--- config.mk ---
export PLATFORM = sky130hd
export DESIGN_NAME = smx_front_flat
export DESIGN_NICKNAME = d
export VERILOG_FILES = /design/src/rtl/smx_pkg.sv /design/src/rtl/smx_if.sv /design/src/rtl/smx_front.sv /design/src/flat_wrapper.sv
export SDC_FILE = /design/constraint.sdc
export NUM_CORES = 1
export LEC_CHECK = 0
export ABC_CLOCK_PERIOD_IN_PS = 6940
export BUFFER_PORTS_ARGS = -buffer_cell sky130_fd_sc_hd__buf_2
export CAP_MARGIN = 15
export CORE_ASPECT_RATIO = 1.25
export CORE_MARGIN = 8
export CORE_UTILIZATION = 52
export CTS_BUF_LIST = sky130_fd_sc_hd__clkbuf_4 sky130_fd_sc_hd__clkbuf_8 sky130_fd_sc_hd__clkbuf_16
export CTS_CLUSTER_DIAMETER = 100
export DETAILED_ROUTE_END_ITERATION = 10
export GPL_TIMING_DRIVEN = 1
export HOLD_SLACK_MARGIN = 0.12
export PLACE_DENSITY = 0.89
export SLEW_MARGIN = 40
export SYNTH_ARGS = -nofsm -noshare
export SYNTH_HDL_FRONTEND = slang
export SYNTH_SLANG_ARGS = --single-unit
--- constraint.sdc ---
create_clock -name clk_i -period 6.94 [get_ports clk_i]
set_clock_uncertainty 0.15 [all_clocks]
set_input_delay 0.694 -clock clk_i [delete_from_list [all_inputs] [get_ports clk_i]]
set_output_delay 0.694 -clock clk_i [all_outputs]
set_load 0.02 [all_outputs]
--- src/rtl/smx_pkg.sv ---
package smx_pkg;

  localparam int unsigned DefStackDepth = 256;
  localparam int unsigned DefRamDepth   = 1024;
  localparam int unsigned DefDataWidth  = 32;
  localparam int unsigned DefLineWidth  = 16;

  localparam int unsigned ActW   = 5;
  localparam int unsigned RegSelW = 2;
  localparam int unsigned FieldW = 32;
  localparam int unsigned LineW  = 16;
  localparam int unsigned StatW  = 3;

  typedef enum logic [ActW-1:0] {
    ACT_PUSH    = 5'd0,
    ACT_TOREG   = 5'd1,
    ACT_TORAM   = 5'd2,
    ACT_POP     = 5'd3,
    ACT_FROMREG = 5'd4,
    ACT_FROMRAM = 5'd5,
    ACT_ADD     = 5'd6,
    ACT_MUL     = 5'd7,
    ACT_IN      = 5'd8,
    ACT_OUT     = 5'd9,
    ACT_NOP     = 5'd10,
    ACT_GOTO    = 5'd11,
    ACT_CMP     = 5'd12,
    ACT_CMPREG  = 5'd13,
    ACT_JE      = 5'd14,
    ACT_JL      = 5'd15,
    ACT_CALL    = 5'd16,
    ACT_RET     = 5'd17,
    ACT_END     = 5'd18,
    ACT_BAD     = 5'd19
  } action_e;

  typedef enum logic [StatW-1:0] {
    STAT_OK       = 3'd0,
    STAT_BAD_OP   = 3'd1,
    STAT_CANARY   = 3'd2,
    STAT_UNDER    = 3'd3,
    STAT_BAD_ADDR = 3'd4,
    STAT_OVER     = 3'd5
  } status_e;

  typedef enum logic [1:0] {
    BS_CLEAR,
    BS_FETCH,
    BS_EXEC,
    BS_PUSH2
  } back_state_e;

  // One decoded request as it sits in the queue between front and back.
  typedef struct packed {
    action_e                   act;
    logic [RegSelW-1:0]        reg_sel;
    logic [FieldW-1:0]         arg;
    logic [LineW-1:0]          line;
    logic [FieldW-1:0]         entered;
    logic [1:0]                need;
    logic [1:0]                room;
    logic                      addr_ok;
  } dec_t;

  typedef struct packed {
    logic [LineW-1:0]  next_line;
    logic              out_valid;
    logic [FieldW-1:0] out_value;
    status_e           status;
    logic              halted;
  } res_t;

endpackage

--- src/rtl/smx_if.sv ---
interface smx_in_if;
  import smx_pkg::*;
  logic                      valid;
  logic                      ready;
  logic [ActW-1:0]           action;
  logic [RegSelW-1:0]        reg_select;
  logic signed [FieldW-1:0]  argument;
  logic [LineW-1:0]          current_line;
  logic signed [FieldW-1:0]  entered_value;

  modport source (output valid, action, reg_select, argument, current_line, entered_value,
                  input ready);
  modport sink (input valid, action, reg_select, argument, current_line, entered_value,
                output ready);
endinterface


--- src/rtl/smx_front.sv ---
module smx_front #(
  parameter int unsigned RAM_DEPTH = smx_pkg::DefRamDepth
) (
  input  logic          clk_i,
  input  logic          rst_ni,
  smx_in_if.sink        in_i,
  output smx_pkg::dec_t dec_o,
  output logic          dec_valid_o,
  input  logic          dec_ready_i
);
  import smx_pkg::*;

  dec_t       dec;
  dec_t       fifo_q [2];
  logic       wr_ptr_q, rd_ptr_q;
  logic [1:0] cnt_q;
  logic       push, pop;

  always_comb begin
    dec.reg_sel = in_i.reg_select;
    dec.arg     = in_i.argument;
    dec.line    = in_i.current_line;
    dec.entered = in_i.entered_value;
    dec.need    = 2'd0;
    dec.room    = 2'd0;
    dec.addr_ok = !in_i.argument[FieldW-1] &&
                  ($unsigned(in_i.argument) < FieldW'(RAM_DEPTH));
    if (in_i.action >= ACT_BAD) begin
      dec.act = ACT_BAD;
    end else begin
      dec.act = action_e'(in_i.action);
    end
    case (dec.act)
      ACT_POP, ACT_TOREG, ACT_TORAM, ACT_OUT, ACT_CMP, ACT_RET: dec.need = 2'd1;
      ACT_ADD, ACT_MUL, ACT_JE, ACT_JL:                         dec.need = 2'd2;
      default:                                                  dec.need = 2'd0;
    endcase
    case (dec.act)
      ACT_PUSH, ACT_FROMREG, ACT_FROMRAM, ACT_IN, ACT_CALL: dec.room = 2'd1;
      ACT_CMP, ACT_CMPREG:                                  dec.room = 2'd2;
      default:                                              dec.room = 2'd0;
    endcase
  end

  assign in_i.ready  = (cnt_q != 2'd2);
  assign push        = in_i.valid && in_i.ready;
  assign dec_valid_o = (cnt_q != 2'd0);
  assign pop         = dec_valid_o && dec_ready_i;
  assign dec_o       = fifo_q[rd_ptr_q];

  always_ff @(posedge clk_i) begin
    if (push) begin
      fifo_q[wr_ptr_q] <= dec;
    end
  end

  always_ff @(posedge clk_i or negedge rst_ni) begin
    if (!rst_ni) begin
      wr_ptr_q <= 1'b0;
      rd_ptr_q <= 1'b0;
      cnt_q    <= 2'd0;
    end else begin
      if (push) wr_ptr_q <= !wr_ptr_q;
      if (pop)  rd_ptr_q <= !rd_ptr_q;
      cnt_q <= cnt_q + {1'b0, push} - {1'b0, pop};
    end
  end

endmodule

--- src/flat_wrapper.sv ---
// flat-port wrapper written by rule: the top's interface ports become plain ports
module smx_front_flat import smx_pkg::*;
#(
  parameter int unsigned RAM_DEPTH = smx_pkg::DefRamDepth
)
  (clk_i, rst_ni, dec_o, dec_valid_o, dec_ready_i, in_i_valid, in_i_action, in_i_reg_select, in_i_argument, in_i_current_line, in_i_entered_value, in_i_ready);
  smx_in_if in_i_i ();
  input  logic clk_i;
  input  logic rst_ni;
  output smx_pkg::dec_t dec_o;
  output logic dec_valid_o;
  input  logic dec_ready_i;
  input wire logic [$bits(in_i_i.valid)-1:0] in_i_valid;
  input wire logic [$bits(in_i_i.action)-1:0] in_i_action;
  input wire logic [$bits(in_i_i.reg_select)-1:0] in_i_reg_select;
  input wire logic [$bits(in_i_i.argument)-1:0] in_i_argument;
  input wire logic [$bits(in_i_i.current_line)-1:0] in_i_current_line;
  input wire logic [$bits(in_i_i.entered_value)-1:0] in_i_entered_value;
  output wire logic [$bits(in_i_i.ready)-1:0] in_i_ready;
  assign in_i_i.valid = in_i_valid;
  assign in_i_i.action = in_i_action;
  assign in_i_i.reg_select = in_i_reg_select;
  assign in_i_i.argument = in_i_argument;
  assign in_i_i.current_line = in_i_current_line;
  assign in_i_i.entered_value = in_i_entered_value;
  assign in_i_ready = in_i_i.ready;
  smx_front #(.RAM_DEPTH(RAM_DEPTH)) u_core (.clk_i(clk_i), .rst_ni(rst_ni), .in_i(in_i_i), .dec_o(dec_o), .dec_valid_o(dec_valid_o), .dec_ready_i(dec_ready_i));
endmodule
==> run metrics <==
status=completed; pwr/cell area=~440 mW/mm^2; worst-path cell chain=buf_12 -> mux2_2 -> buf_2; post-CTS setup buffer count=0; post-synthesis sequential area ratio=0.805; synthesized netlist cell count=328; PortBufs=about 180; global-route usage over all layers=0.159; DRT Wirelength=~14000 microns; Die Y=146 microns; clk_lat worst skew=0.41 ns; setup violators final=0; num rows=47; Slowest cell on crit path=dfrtp_4; Min Hold Slack=about 0.31 ns; area leader, netlist=edfxtp_1; final net count=619; max cap viols=0; die area=~0.017 sq mm; area of the multi-input gates=0.00129 sq mm; number of CTS-inserted buffers=17; register area=around 0.0056 sq mm; relative slew slack=0.493; Worst setup SP type=register; syn_nets=421; post-route total power=roughly 3.8 mW; CTS clock-pin slew for the worst setup and hold paths=0.07 ns; fraction of registers with async set/reset=0.0213; final setup TNS=0 ns; Layout area overhead=24.8%; Setup WS pre-CTS=slightly below 4 ns; post-cts gate resize count=0; CP Capture Type=output pin; DR iter-0 viols=between 150 and 200; first-pass GRT wire length=21500 microns; setup ws final=4.17 ns; Pleak=approximately 3.3 nW; highest clock rate=roughly 0.36 GHz; CTS tree=yes; Die X=120 microns; RSZ-0062 raised after global routing=false; Worst-Margin Slew=around 0.76 ns; Final period util=0.398; grt total ovfl=0; top cells by area, synth=edfxtp_1 (79%), mux2_2 (15%), dfrtp_1 (1.4%); vias in the first global route=between 4000 and 5000; pin count of the biggest net entering global routing=between 90 and 100; #FFs+latches synth=roughly 190; Initial DRT Pass Iterations=6; Yosys top cell area share=0.791; R2R setup slack=4.61 ns; CTS H-tree lvls=4; dpl hpwl=~9500 microns; Setup CP Type=reg2out; most frequent cells in the layout=buf_2 (184), edfxtp_1 (184), mux2_2 (92), clkbuf_16 (17); Final ANT Viol Nets=0; Clock Path Buffers=2; initial antenna violation count=0; routability cong.=about 0.77; Synth Flop Type=edfxtp_1; minimum clock period=between 2 and 3 ns; Root Buffer=clkbuf_16; VDD IR max=between 500 and 600 uV; final hold viol count=0; worst-path fanout max=between 40 and 50; # DRC=0; YS warnings=0; initial core utilization=0.530; Post-synth EDFFs=184; num ports=about 190; Mean Syn Cell Area=approximately 21 sq um; Sink Count=between 150 and 200; via count=between 3000 and 4000; Hold Path Class=in2reg; Layout fillers=around 900; Core ar.=~0.013 sq mm; Worst Path Arrival=about 1.9 ns; routed vias/inst=~5.2; Worst path max stage delay=roughly 0.65 ns; post-layout util=0.662; CP required=between 6 and 7 ns; Yosys cell types=26; layout cells sized above 1=0.588; max-slew violation count=0; Synth Cell Area=between 0.006 and 0.007 sq mm; # diodes=0; wire length per cell=19.3 microns
==> registers in the layout (all words and copies together), names as in the netlist <==
register,cells
u_core.cnt_q,2
u_core.fifo_q,184
u_core.rd_ptr_q,1
u_core.wr_ptr_q,1
==> synth_stat cells (2+ instances only) <==
library cell	number
nand2b_1	5
ha_1	2
buf_2	3
a21oi_1	3
buf_4	7
dfrtp_1	4
nor2b_1	3
edfxtp_1	184
and2_1	2
xnor2_1	3
nor4_1	4
inv_1	3
mux2_2	92
==> where the power goes <==
group / switching, mW / total [mW] / internal (mW) / leakage, nW
clock network: 0.428 / 0.901 / 0.473 / 0.276
registers: 0.0914 / 1.65 / 1.56 / 1.76
logic: 0.756 / 1.26 / 0.501 / 1.23
total: 1.28 / 3.81 / 2.53 / 3.26
==> area by class of cell <==
class | count | share of cell area
inverters | 3 | 0.00129
repair buffers | 190 | 0.117
clock inverters | 15 | 0.0146
clock buffers | 17 | 0.0488
flip-flops and latches | 188 | 0.645
well taps | 171 | 0.0245
multi-input cells | 126 | 0.148
==> logic make-up after synthesis <==
logic type / synth area share
adder cells (fa/ha/maj): 0.00358
AND/OR/NAND/NOR: 0.0219
multiplexers: 0.148
AO/OA/AOI/OAI: 0.00412
buffers and inverters: 0.0118
XOR/XNOR: 0.00502
flip-flops: 0.805
==> worst max-delay path: cells and delay by family (launching register included) <==
kind / cells / cell delay [ns]
buffers and inverters: 2 / 0.45
DFF: 1 / 0.65
muxes: 1 / 0.38
==> metrics by stage <==
step           area, sq um  instances
6_report              8720        710
5_1_grt               8720        710
4_1_cts               8690        709
3_5_place_dp          8120        676
3_3_place_gp          8080        674
2_1_floorplan         6990        328
==> layer usage <==
layer  track usage  wire length (microns)  vias to the layer above
met5             0                      0                        -
met4        0.0607                    233                        0
met3        0.0536                    946                       21
met2         0.276                   7220                      131
met1         0.174                   5300                     1843
li1              -                      -                     1701
==> worst paths after layout <==
path                                                   from                        endpoint  depth (start not counted)
worst max-delay path            u_core.rd_ptr_q$_DFFE_PN0P_                       dec_o[23]                          3
worst min-delay path                  in_i_current_line[15]  u_core.fifo_q[0][52]$_DFFE_PP_                          1
worst max register to register    u_core.cnt_q[0]$_DFF_PN0_  u_core.fifo_q[0][69]$_DFFE_PP_                          5
worst min register to register    u_core.cnt_q[1]$_DFF_PN0_       u_core.cnt_q[1]$_DFF_PN0_                          1
max in group asynchronous                            rst_ni     u_core.rd_ptr_q$_DFFE_PN0P_                          2
min in group asynchronous                            rst_ni       u_core.cnt_q[0]$_DFF_PN0_                          2
==> what timing repair did <==
action / in CTS / in global routing
endpoints found under the hold margin: 4 / 0
hold buffers: 1 / 0
endpoints found under the setup margin: 0 / 0
No activity file was read; power rests on OpenSTA's default activity.
